===== config.mk =====
export PLATFORM = sky130hd
export DESIGN_NAME = theme_gradient_lookup_core_flat
export DESIGN_NICKNAME = d
export VERILOG_FILES = /design/src/sv/tgl_pkg.sv /design/src/sv/tgl_in_if.sv /design/src/sv/tgl_out_if.sv /design/src/sv/tgl_stop_store.sv /design/src/sv/tgl_divider.sv /design/src/sv/tgl_blend.sv /design/src/sv/theme_gradient_lookup_core.sv /design/src/flat_wrapper.sv
export SDC_FILE = /design/constraint.sdc
export NUM_CORES = 2
export LEC_CHECK = 0
export ABC_AREA = 0
export BUFFER_PORTS_ARGS = -buffer_cell sky130_fd_sc_hd__buf_2
export CAP_MARGIN = 5
export CORE_MARGIN = 4
export CORE_UTILIZATION = 45
export CTS_CLUSTER_SIZE = 16
export DETAILED_ROUTE_END_ITERATION = 6
export PLACE_DENSITY = 0.67
export SYNTH_ARGS = -nofsm -noshare
export SYNTH_HDL_FRONTEND = slang
export SYNTH_SLANG_ARGS = --single-unit

===== constraint.sdc =====
create_clock -name clk_i -period 19.38 [get_ports clk_i]
set_clock_uncertainty 0.15 [all_clocks]
set_input_delay 0.969 -clock clk_i [delete_from_list [all_inputs] [get_ports clk_i]]
set_output_delay 0.969 -clock clk_i [all_outputs]
set_load 0.005 [all_outputs]

===== src/sv/tgl_pkg.sv =====
// Shared types, constants and functions of the theme gradient lookup block.
package tgl_pkg;

  localparam int STOP_N = 16;
  localparam int IDX_W = $clog2(STOP_N);
  localparam int CNT_W = $clog2(STOP_N + 1);
  localparam int CFG_IDX_W = 3;
  localparam int CFG_DATA_W = 10;
  localparam int DIV_STAGES = 4;
  localparam int DIV_BITS = 2;

  localparam logic [7:0] CHAN_MAX = 8'd255;
  localparam logic [8:0] TONE_UNITY = 9'd256;

  typedef enum logic {
    CMD_LOAD   = 1'b0,
    CMD_LOOKUP = 1'b1
  } cmd_e;

  typedef enum logic [CFG_IDX_W-1:0] {
    REG_TONE_BRIGHTNESS = 3'd0,
    REG_KNEE_LEVEL      = 3'd1,
    REG_RAMP_BRIGHTNESS = 3'd2,
    REG_STOP_COUNT      = 3'd3,
    REG_UNIFORM_SPACING = 3'd4,
    REG_REVERSE_RAMP    = 3'd5
  } reg_e;

  typedef struct packed {
    logic [8:0]       tone_brightness;
    logic [7:0]       knee_level;
    logic [9:0]       ramp_brightness;
    logic [CNT_W-1:0] stop_count;
    logic             uniform_spacing;
    logic             reverse_ramp;
  } cfg_t;

  localparam cfg_t CFG_RESET = '{
    tone_brightness: 9'd256,
    knee_level:      8'd255,
    ramp_brightness: 10'd256,
    stop_count:      CNT_W'(6),
    uniform_spacing: 1'b1,
    reverse_ramp:    1'b0
  };

  typedef struct packed {
    cmd_e       command;
    logic [3:0] stop_index;
    logic [7:0] stop_red;
    logic [7:0] stop_green;
    logic [7:0] stop_blue;
    logic [7:0] stop_position;
    logic [7:0] lookup_position;
  } in_item_t;

  typedef struct packed {
    logic [7:0]  red;
    logic [7:0]  green;
    logic [7:0]  blue;
    logic [15:0] pixel_rgb565;
  } out_item_t;

  typedef struct packed {
    logic [7:0] r;
    logic [7:0] g;
    logic [7:0] b;
  } rgb_t;

  // Segment data leaving the stop store.
  typedef struct packed {
    rgb_t       ca;
    rgb_t       cb;
    logic [7:0] frac;
    logic       use_div;
    logic [7:0] pos;
    logic [7:0] p0;
    logic [7:0] p1;
  } seg_t;

  // Toned end colors travelling beside the divider.
  typedef struct packed {
    rgb_t       ta;
    rgb_t       tb;
    logic [7:0] frac;
    logic       use_div;
  } side_t;

  function automatic logic [7:0] tone(input logic [7:0] raw, input logic [7:0] knee,
                                      input logic [8:0] bright);
    logic [7:0]  v;
    logic [8:0]  br;
    logic [16:0] p;
    v = raw;
    if (raw > knee) begin
      v = knee + ((raw - knee) >> 2);
    end
    br = (bright > TONE_UNITY) ? TONE_UNITY : bright;
    p = {9'd0, v} * {8'd0, br};
    return (p[16:8] > {1'b0, CHAN_MAX}) ? CHAN_MAX : p[15:8];
  endfunction

endpackage


===== src/sv/tgl_in_if.sv =====
// Input channel carrying load and lookup items.
interface tgl_in_if;
  import tgl_pkg::*;

  logic     valid;
  logic     ready;
  in_item_t data;

  modport source(output valid, output data, input ready);
  modport sink(input valid, input data, output ready);
endinterface


===== src/sv/tgl_out_if.sv =====
// Output channel carrying result colors.
interface tgl_out_if;
  import tgl_pkg::*;

  logic      valid;
  logic      ready;
  out_item_t data;

  modport source(output valid, output data, input ready);
  modport sink(input valid, input data, output ready);
endinterface


===== src/sv/tgl_stop_store.sv =====
// Stop storage with segment search, position repair and registered color reads.
module tgl_stop_store (
  input  logic            clk_i,
  input  logic            rst_ni,
  input  logic            en_i,
  input  logic            valid_i,
  input  tgl_pkg::in_item_t item_i,
  input  tgl_pkg::cfg_t   cfg_i,
  output logic            valid_o,
  output tgl_pkg::seg_t   seg_o
);
  import tgl_pkg::*;

  logic [23:0]      col_mem [STOP_N];
  logic [7:0]       spos_q [STOP_N];
  logic [CNT_W-1:0] n;
  logic [IDX_W-1:0] nm1;
  logic [7:0]       pos;
  logic [11:0]      scaled;
  logic [STOP_N-1:0] ge;
  logic             lo;
  logic             hi;
  logic [IDX_W-1:0] seg;
  logic [IDX_W-1:0] addr_a;
  logic [IDX_W-1:0] addr_b;
  logic [7:0]       frac;
  logic             use_div;
  logic             wr;
  logic [7:0]       wr_pos;
  logic             valid_q;
  logic [7:0]       frac_q;
  logic             use_div_q;
  logic [7:0]       pos_q;
  logic [7:0]       p0_q;
  logic [7:0]       p1_q;
  logic [23:0]      rd_a_q;
  logic [23:0]      rd_b_q;

  always_comb begin
    if (cfg_i.stop_count < CNT_W'(2)) begin
      n = CNT_W'(2);
    end else if (cfg_i.stop_count > CNT_W'(STOP_N)) begin
      n = CNT_W'(STOP_N);
    end else begin
      n = cfg_i.stop_count;
    end
    nm1 = IDX_W'(n - CNT_W'(1));
    pos = cfg_i.reverse_ramp ? (CHAN_MAX - item_i.lookup_position) : item_i.lookup_position;
    scaled = {4'd0, pos} * {8'd0, nm1};

    for (int i = 0; i < STOP_N; i++) begin
      ge[i] = pos >= spos_q[i];
    end
    lo = pos <= spos_q[0];
    hi = pos >= spos_q[nm1];

    seg = nm1 - IDX_W'(1);
    for (int i = STOP_N - 2; i >= 1; i--) begin
      if (IDX_W'(i) < nm1 && !ge[i]) begin
        seg = IDX_W'(i - 1);
      end
    end

    use_div = 1'b0;
    frac = 8'd0;
    if (cfg_i.uniform_spacing) begin
      addr_a = scaled[11:8];
      addr_b = scaled[11:8] + IDX_W'(1);
      frac = scaled[7:0];
    end else if (lo) begin
      addr_a = '0;
      addr_b = '0;
    end else if (hi) begin
      addr_a = nm1;
      addr_b = nm1;
    end else begin
      addr_a = seg;
      addr_b = seg + IDX_W'(1);
      use_div = 1'b1;
    end

    wr = en_i && valid_i && (item_i.command == CMD_LOAD);
    wr_pos = item_i.stop_position;
    if (item_i.stop_index != '0 && item_i.stop_position < spos_q[item_i.stop_index - 4'd1]) begin
      wr_pos = spos_q[item_i.stop_index - 4'd1];
    end
  end

  always_ff @(posedge clk_i) begin
    if (wr) begin
      col_mem[item_i.stop_index] <= {item_i.stop_red, item_i.stop_green, item_i.stop_blue};
      spos_q[item_i.stop_index] <= wr_pos;
    end
    if (en_i) begin
      rd_a_q <= col_mem[addr_a];
      rd_b_q <= col_mem[addr_b];
      frac_q <= frac;
      use_div_q <= use_div;
      pos_q <= pos;
      p0_q <= spos_q[addr_a];
      p1_q <= spos_q[addr_b];
    end
  end

  always_ff @(posedge clk_i or negedge rst_ni) begin
    if (!rst_ni) begin
      valid_q <= 1'b0;
    end else if (en_i) begin
      valid_q <= valid_i && (item_i.command == CMD_LOOKUP);
    end
  end

  assign valid_o = valid_q;
  assign seg_o = '{ca: rd_a_q, cb: rd_b_q, frac: frac_q, use_div: use_div_q,
                   pos: pos_q, p0: p0_q, p1: p1_q};

endmodule


===== src/sv/tgl_divider.sv =====
// Pipelined restoring divider giving the blend fraction of a segment.
module tgl_divider (
  input  logic       clk_i,
  input  logic       en_i,
  input  logic [7:0] pos_i,
  input  logic [7:0] p0_i,
  input  logic [7:0] p1_i,
  output logic [7:0] quot_o
);
  import tgl_pkg::*;

  logic [7:0] rem_q [DIV_STAGES];
  logic [7:0] den_q [DIV_STAGES];
  logic [7:0] quo_q [DIV_STAGES];
  logic [7:0] rem_d [DIV_STAGES];
  logic [7:0] den_d [DIV_STAGES];
  logic [7:0] quo_d [DIV_STAGES];

  always_comb begin
    logic [7:0] r;
    logic [7:0] dn;
    logic [7:0] qt;
    logic [8:0] sh;
    for (int s = 0; s < DIV_STAGES; s++) begin
      if (s == 0) begin
        r = pos_i - p0_i;
        dn = p1_i - p0_i;
        qt = 8'd0;
      end else begin
        r = rem_q[s-1];
        dn = den_q[s-1];
        qt = quo_q[s-1];
      end
      for (int k = 0; k < DIV_BITS; k++) begin
        sh = {r, 1'b0};
        if (sh >= {1'b0, dn}) begin
          sh = sh - {1'b0, dn};
          qt = {qt[6:0], 1'b1};
        end else begin
          qt = {qt[6:0], 1'b0};
        end
        r = sh[7:0];
      end
      rem_d[s] = r;
      den_d[s] = dn;
      quo_d[s] = qt;
    end
  end

  always_ff @(posedge clk_i) begin
    if (en_i) begin
      for (int s = 0; s < DIV_STAGES; s++) begin
        rem_q[s] <= rem_d[s];
        den_q[s] <= den_d[s];
        quo_q[s] <= quo_d[s];
      end
    end
  end

  assign quot_o = quo_q[DIV_STAGES-1];

endmodule


===== src/sv/tgl_blend.sv =====
// Blend of two toned stops, ramp brightness, saturation and RGB565 packing.
module tgl_blend (
  input  logic                clk_i,
  input  logic                rst_ni,
  input  logic                en_i,
  input  logic                valid_i,
  input  tgl_pkg::rgb_t       ta_i,
  input  tgl_pkg::rgb_t       tb_i,
  input  logic [7:0]          frac_i,
  input  logic [9:0]          ramp_i,
  output logic                valid_o,
  output tgl_pkg::out_item_t  item_o
);
  import tgl_pkg::*;

  logic      bl_valid_q;
  rgb_t      bl_q;
  rgb_t      bl_d;
  logic      out_valid_q;
  out_item_t out_q;
  out_item_t out_d;

  function automatic logic [7:0] mix(input logic [7:0] a, input logic [7:0] b,
                                     input logic [7:0] f);
    logic [8:0]  d;
    logic [17:0] prod;
    d = {1'b0, b} - {1'b0, a};
    prod = {{9{d[8]}}, d} * {10'd0, f};
    return a + prod[15:8];
  endfunction

  function automatic logic [7:0] ramp(input logic [7:0] c, input logic [9:0] br);
    logic [17:0] v;
    v = {10'd0, c} * {8'd0, br};
    return (v[17:8] > {2'b0, CHAN_MAX}) ? CHAN_MAX : v[15:8];
  endfunction

  always_comb begin
    bl_d.r = mix(ta_i.r, tb_i.r, frac_i);
    bl_d.g = mix(ta_i.g, tb_i.g, frac_i);
    bl_d.b = mix(ta_i.b, tb_i.b, frac_i);
    out_d.red = ramp(bl_q.r, ramp_i);
    out_d.green = ramp(bl_q.g, ramp_i);
    out_d.blue = ramp(bl_q.b, ramp_i);
    out_d.pixel_rgb565 = {out_d.red[7:3], out_d.green[7:2], out_d.blue[7:3]};
  end

  always_ff @(posedge clk_i) begin
    if (en_i) begin
      bl_q <= bl_d;
      out_q <= out_d;
    end
  end

  always_ff @(posedge clk_i or negedge rst_ni) begin
    if (!rst_ni) begin
      bl_valid_q <= 1'b0;
      out_valid_q <= 1'b0;
    end else if (en_i) begin
      bl_valid_q <= valid_i;
      out_valid_q <= bl_valid_q;
    end
  end

  assign valid_o = out_valid_q;
  assign item_o = out_q;

endmodule


===== src/sv/theme_gradient_lookup_core.sv =====
// Top level of the multi-stop color gradient lookup pipeline.
//
//   Channel   Direction  Handshake          Payload
//   in_i      input      valid/ready        load or lookup item
//   out_o     output     valid/ready        red, green, blue, RGB565 pixel
//   cfg       input      cfg_we_i only      register index and write data
//
// One item can enter per cycle while out_o is not stalled, and its result is offered on out_o
// once the item has passed through every register of the path.
// The path is eight registers: input, stop read, four divider stages, blend and output.
// A stalled output freezes every stage at once, so nothing is lost or repeated.
// Reset clears the valid bits and sets the configuration to its defaults; stops are undefined until loaded.
module theme_gradient_lookup_core (
  input  logic                              clk_i,
  input  logic                              rst_ni,
  tgl_in_if.sink                            in_i,
  tgl_out_if.source                         out_o,
  input  logic                              cfg_we_i,
  input  logic [tgl_pkg::CFG_IDX_W-1:0]     cfg_idx_i,
  input  logic [tgl_pkg::CFG_DATA_W-1:0]    cfg_data_i
);
  import tgl_pkg::*;

  cfg_t      cfg_q;
  logic      adv;
  logic      in_valid_q;
  in_item_t  in_item_q;
  logic      seg_valid;
  seg_t      seg;
  logic      side_valid_q [DIV_STAGES];
  side_t     side_q [DIV_STAGES];
  side_t     side_d;
  logic [7:0] quot;
  logic [7:0] frac;
  logic      res_valid;
  out_item_t res_item;

  assign adv = !res_valid || out_o.ready;
  assign in_i.ready = adv;

  always_ff @(posedge clk_i or negedge rst_ni) begin
    if (!rst_ni) begin
      cfg_q <= CFG_RESET;
    end else if (cfg_we_i) begin
      unique case (reg_e'(cfg_idx_i))
        REG_TONE_BRIGHTNESS: cfg_q.tone_brightness <= cfg_data_i[8:0];
        REG_KNEE_LEVEL:      cfg_q.knee_level <= cfg_data_i[7:0];
        REG_RAMP_BRIGHTNESS: cfg_q.ramp_brightness <= cfg_data_i[9:0];
        REG_STOP_COUNT:      cfg_q.stop_count <= cfg_data_i[CNT_W-1:0];
        REG_UNIFORM_SPACING: cfg_q.uniform_spacing <= cfg_data_i[0];
        REG_REVERSE_RAMP:    cfg_q.reverse_ramp <= cfg_data_i[0];
        default: ;
      endcase
    end
  end

  always_ff @(posedge clk_i or negedge rst_ni) begin
    if (!rst_ni) begin
      in_valid_q <= 1'b0;
      for (int s = 0; s < DIV_STAGES; s++) begin
        side_valid_q[s] <= 1'b0;
      end
    end else if (adv) begin
      in_valid_q <= in_i.valid;
      side_valid_q[0] <= seg_valid;
      for (int s = 1; s < DIV_STAGES; s++) begin
        side_valid_q[s] <= side_valid_q[s-1];
      end
    end
  end

  always_comb begin
    side_d.ta.r = tone(seg.ca.r, cfg_q.knee_level, cfg_q.tone_brightness);
    side_d.ta.g = tone(seg.ca.g, cfg_q.knee_level, cfg_q.tone_brightness);
    side_d.ta.b = tone(seg.ca.b, cfg_q.knee_level, cfg_q.tone_brightness);
    side_d.tb.r = tone(seg.cb.r, cfg_q.knee_level, cfg_q.tone_brightness);
    side_d.tb.g = tone(seg.cb.g, cfg_q.knee_level, cfg_q.tone_brightness);
    side_d.tb.b = tone(seg.cb.b, cfg_q.knee_level, cfg_q.tone_brightness);
    side_d.frac = seg.frac;
    side_d.use_div = seg.use_div;
  end

  always_ff @(posedge clk_i) begin
    if (adv) begin
      in_item_q <= in_i.data;
      side_q[0] <= side_d;
      for (int s = 1; s < DIV_STAGES; s++) begin
        side_q[s] <= side_q[s-1];
      end
    end
  end

  tgl_stop_store u_store (
    .clk_i   (clk_i),
    .rst_ni  (rst_ni),
    .en_i    (adv),
    .valid_i (in_valid_q),
    .item_i  (in_item_q),
    .cfg_i   (cfg_q),
    .valid_o (seg_valid),
    .seg_o   (seg)
  );

  tgl_divider u_div (
    .clk_i  (clk_i),
    .en_i   (adv),
    .pos_i  (seg.pos),
    .p0_i   (seg.p0),
    .p1_i   (seg.p1),
    .quot_o (quot)
  );

  assign frac = side_q[DIV_STAGES-1].use_div ? quot : side_q[DIV_STAGES-1].frac;

  tgl_blend u_blend (
    .clk_i   (clk_i),
    .rst_ni  (rst_ni),
    .en_i    (adv),
    .valid_i (side_valid_q[DIV_STAGES-1]),
    .ta_i    (side_q[DIV_STAGES-1].ta),
    .tb_i    (side_q[DIV_STAGES-1].tb),
    .frac_i  (frac),
    .ramp_i  (cfg_q.ramp_brightness),
    .valid_o (res_valid),
    .item_o  (res_item)
  );

  assign out_o.valid = res_valid;
  assign out_o.data = res_item;

endmodule

===== src/flat_wrapper.sv =====
// flat-port wrapper written by rule: the top's interface ports become plain ports
module theme_gradient_lookup_core_flat import tgl_pkg::*;
  (clk_i, rst_ni, cfg_we_i, cfg_idx_i, cfg_data_i, in_i_valid, in_i_data, in_i_ready, out_o_valid, out_o_data, out_o_ready);
  tgl_in_if in_i_i ();
  tgl_out_if out_o_i ();
  input  logic clk_i;
  input  logic rst_ni;
  input  logic cfg_we_i;
  input  logic [tgl_pkg::CFG_IDX_W-1:0] cfg_idx_i;
  input  logic [tgl_pkg::CFG_DATA_W-1:0] cfg_data_i;
  input wire logic [$bits(in_i_i.valid)-1:0] in_i_valid;
  input wire logic [$bits(in_i_i.data)-1:0] in_i_data;
  output wire logic [$bits(in_i_i.ready)-1:0] in_i_ready;
  output wire logic [$bits(out_o_i.valid)-1:0] out_o_valid;
  output wire logic [$bits(out_o_i.data)-1:0] out_o_data;
  input wire logic [$bits(out_o_i.ready)-1:0] out_o_ready;
  assign in_i_i.valid = in_i_valid;
  assign in_i_i.data = in_i_data;
  assign in_i_ready = in_i_i.ready;
  assign out_o_valid = out_o_i.valid;
  assign out_o_data = out_o_i.data;
  assign out_o_i.ready = out_o_ready;
  theme_gradient_lookup_core u_core (.clk_i(clk_i), .rst_ni(rst_ni), .in_i(in_i_i), .out_o(out_o_i), .cfg_we_i(cfg_we_i), .cfg_idx_i(cfg_idx_i), .cfg_data_i(cfg_data_i));
endmodule

==> reports/metrics.yaml <==
clkLatencyLatePin_ns: 0.77
fin_ws_ns: 9.36
wl_um: 217000
max_freq_mhz: 99.8
synth-main-ff-cell: "edfxtp_1"
clock_sinks: 1024
cp_max_fo: 133
r2r_end: "u_core.u_store.rd_b_q[2]"
grt_antenna_before_repair: 10
yosysWarnings: 0
seq_area_um2: 30600
fill_cells: 16200
finalCritPeriodShare_pct: 51.7
criticalPathCategory: "reg -> reg"
hold_buffers: 0
netlist_area_um2: 83300
grt_setup_unrepaired: "false"
critPathLaunchType: "flip-flop"
rows: 157
gr-usage-all-layers_pct: 22.6
drc: 0
setup_viol: 0
slew-limit-headroom_pct: 19.5
finalSetupTns_ns: 0
synth_top_cell_by_area: "edfxtp_1"
hold_viol_final: 0
core_um2: 184000
cts_max_path_buffers: 3
worstRegToRegCells: 24
viasPerCell: 5.60
yosysUniqueCellTypes: 87
ctsRootBufferMaster: "clkbuf_16"
timing.max_cap.violations: 0
grt_pass1_wl_um: 337000
area_growth_pct: 8.39
cp-startpoint: "u_core.cfg_q[5]"
initial_core_util_pct: 45.4
hp-class: "in -> async"
h-tree-depth: 3
port_buffers: 104
synth_cells: 7498
syn_avg_cell_area_um2: 11.1
finalNetCount: 8930
clk_pin_slew_ns: 0.07
via_count: 56500
crit_required_ns: 19.84
hpwl_um: 157000
r2r_start: "u_core.cfg_q[5]"
max_slew.worst_pin.slew_ns: 1.20
dr.pass1.iters: 6
fin_crit_ns: 10.02
dieArea_um2: 192000
cts_tree: "built"
grt_max_degree: 134
place.gp.congestion: 0.942
slew_violations: 0
synth_seq_cells: 1024
multi_input_area_um2: 47900
overflow: 0
routedWlPerCell_um: 21.5
post-place-ws_ns: 9.56
antenna_left: 0
synth-async-reset-ratio_pct: 4.10
die_y_um: 438
ctsResizeCount: 0
io_pins: 105
final_layout_size_suffix_gt1_share_pct: 8.75
cts_setup_buffers: 0
yosys-top-cells-area: "edfxtp_1 35%, fa_1 14%, ha_1 11%, mux2i_1 7.1%, inv_1 4.7%"
cts_buffers: 112
yosysSeqAreaShare_pct: 36.7
cp-end-kind: "flip-flop"
crit_arrival_ns: 10.49
ff2ff_setup_slack_ns: 9.36
die_w_um: 438
status: "finished, final reports clean"
drt_iter0_markers: 4635
synth-edff-count: 982
synth_top_cell_area_share_pct: 35.4
syn-num-nets: 8901
first_global_vias: 57800
utilization_pct: 49.2
## final cells by class
class,instances,area share [%]
flip-flops and latches,1024,33.8
well taps,2464,3.41
diodes,1,0.00277
inverters,1049,4.36
clock inverters,79,0.866
repair buffers,193,1.34
clock buffers,127,3.16
multi-input cells,5147,53.0
## placed cells by master, fill, tap and decap left out, types with 30 or more instances in the layout
cell,instances
o21ai_0,146
nor3_1,68
fa_1,579
a21oi_1,229
mux2i_1,591
a32oi_1,30
o211ai_1,50
buf_4,87
nand2_1,624
buf_2,104
inv_1,1049
xor2_1,76
o21ai_1,44
xnor2_1,191
mux4_2,113
mux2_2,113
clkbuf_16,112
nand2b_1,118
o21bai_1,49
nor2b_1,65
edfxtp_1,982
and2_1,193
nand3_1,84
ha_1,759
a21o_1,94
o21a_1,58
nor2_1,523
## worst max-delay path, cell delays in order (launching register included)
cell and delay, ns:
dfrtp_1 0.48, o311ai_4 0.90, buf_4 0.41, ha_1 0.43, xor2_1 0.81, nor2_1 0.10
ha_1 0.34, ha_1 0.30, ha_1 0.22, fa_1 0.47, a21o_1 0.20, a21oi_1 0.24
o21bai_1 0.10, a21oi_1 0.21, xnor2_1 0.18, ha_1 0.32, nand2_1 0.09, o21ai_4 0.08
buf_4 0.48, buf_4 0.63, buf_12 0.69, buf_4 0.88, mux2i_1 0.19, mux4_2 0.51
mux2i_1 0.14
## cells by family after synthesis
kind of cell | share of synthesized area [%]
and+or+nand+nor | 9.89
buffers and inverters | 6.24
AOI/OAI and AO/OA | 7.14
xor gates and xnor gates | 2.89
muxes | 11.9
adders and majority gates | 25.3
DFF | 36.7
## Yosys cell counts (all sizes together) (84+ instances only)
cell,instances
xnor2,194
mux2i,593
mux4,113
buf,104
inv,1049
fa,579
a21oi,231
clkbuf,174
nor2,535
mux2,124
nand2,626
edfxtp,982
and2,193
nand3,84
a21o,94
ha,761
nand2b,119
o21ai,191
## through the flow
step | cell area (µm²) | instances | hold WS, ns
CTS | 90300 | 10100 | 0.135
finish | 90300 | 10100 | 0.169
global route | 90300 | 10100 | 0.167
global placement | 86700 | 9877 | 0.251
floorplan | 83300 | 7498 | 0.250
detailed placement | 86700 | 9877 | 0.255
## worst max-delay path by stage
stage	end	cells past startpoint	slack (ns)
2_1_floorplan	u_core.in_valid_q	3	3.28
6_report	u_core.u_store.rd_b_q[2]	24	9.36
5_1_grt	u_core.side_q[0][29]	35	8.89
3_5_place_dp	u_core.u_store.rd_b_q[2]	24	9.56
3_3_place_gp	u_core.side_q[0][25]	35	9.65
4_1_cts	u_core.side_q[0][30]	35	9.55
## flip-flops by register name (all words and copies together) (netlist names), 20 cells and up
name and count:
u_core.u_store.rd_b_q 24, u_core.u_div.quo_q 20, u_core.u_store.rd_a_q 24, u_core.u_div.rem_q 24, u_core.cfg_q 34, u_core.u_div.den_q 24
u_core.side_q 228, u_core.in_item_q 45, u_core.u_blend.item_o 24, u_core.u_blend.bl_q 24, u_core.u_store.col_mem 384, u_core.u_store.spos_q 128
## metal layers
metal	global-route usage [%]	part of all wire, %
met1	29.9	42
met2	37.8	48
met3	3.59	6.8
met4	7.71	3.8
met5	0	0.0060
Power is not shown: default switching activity piles up to over one toggle a cycle in this logic, so the estimate is an artifact.
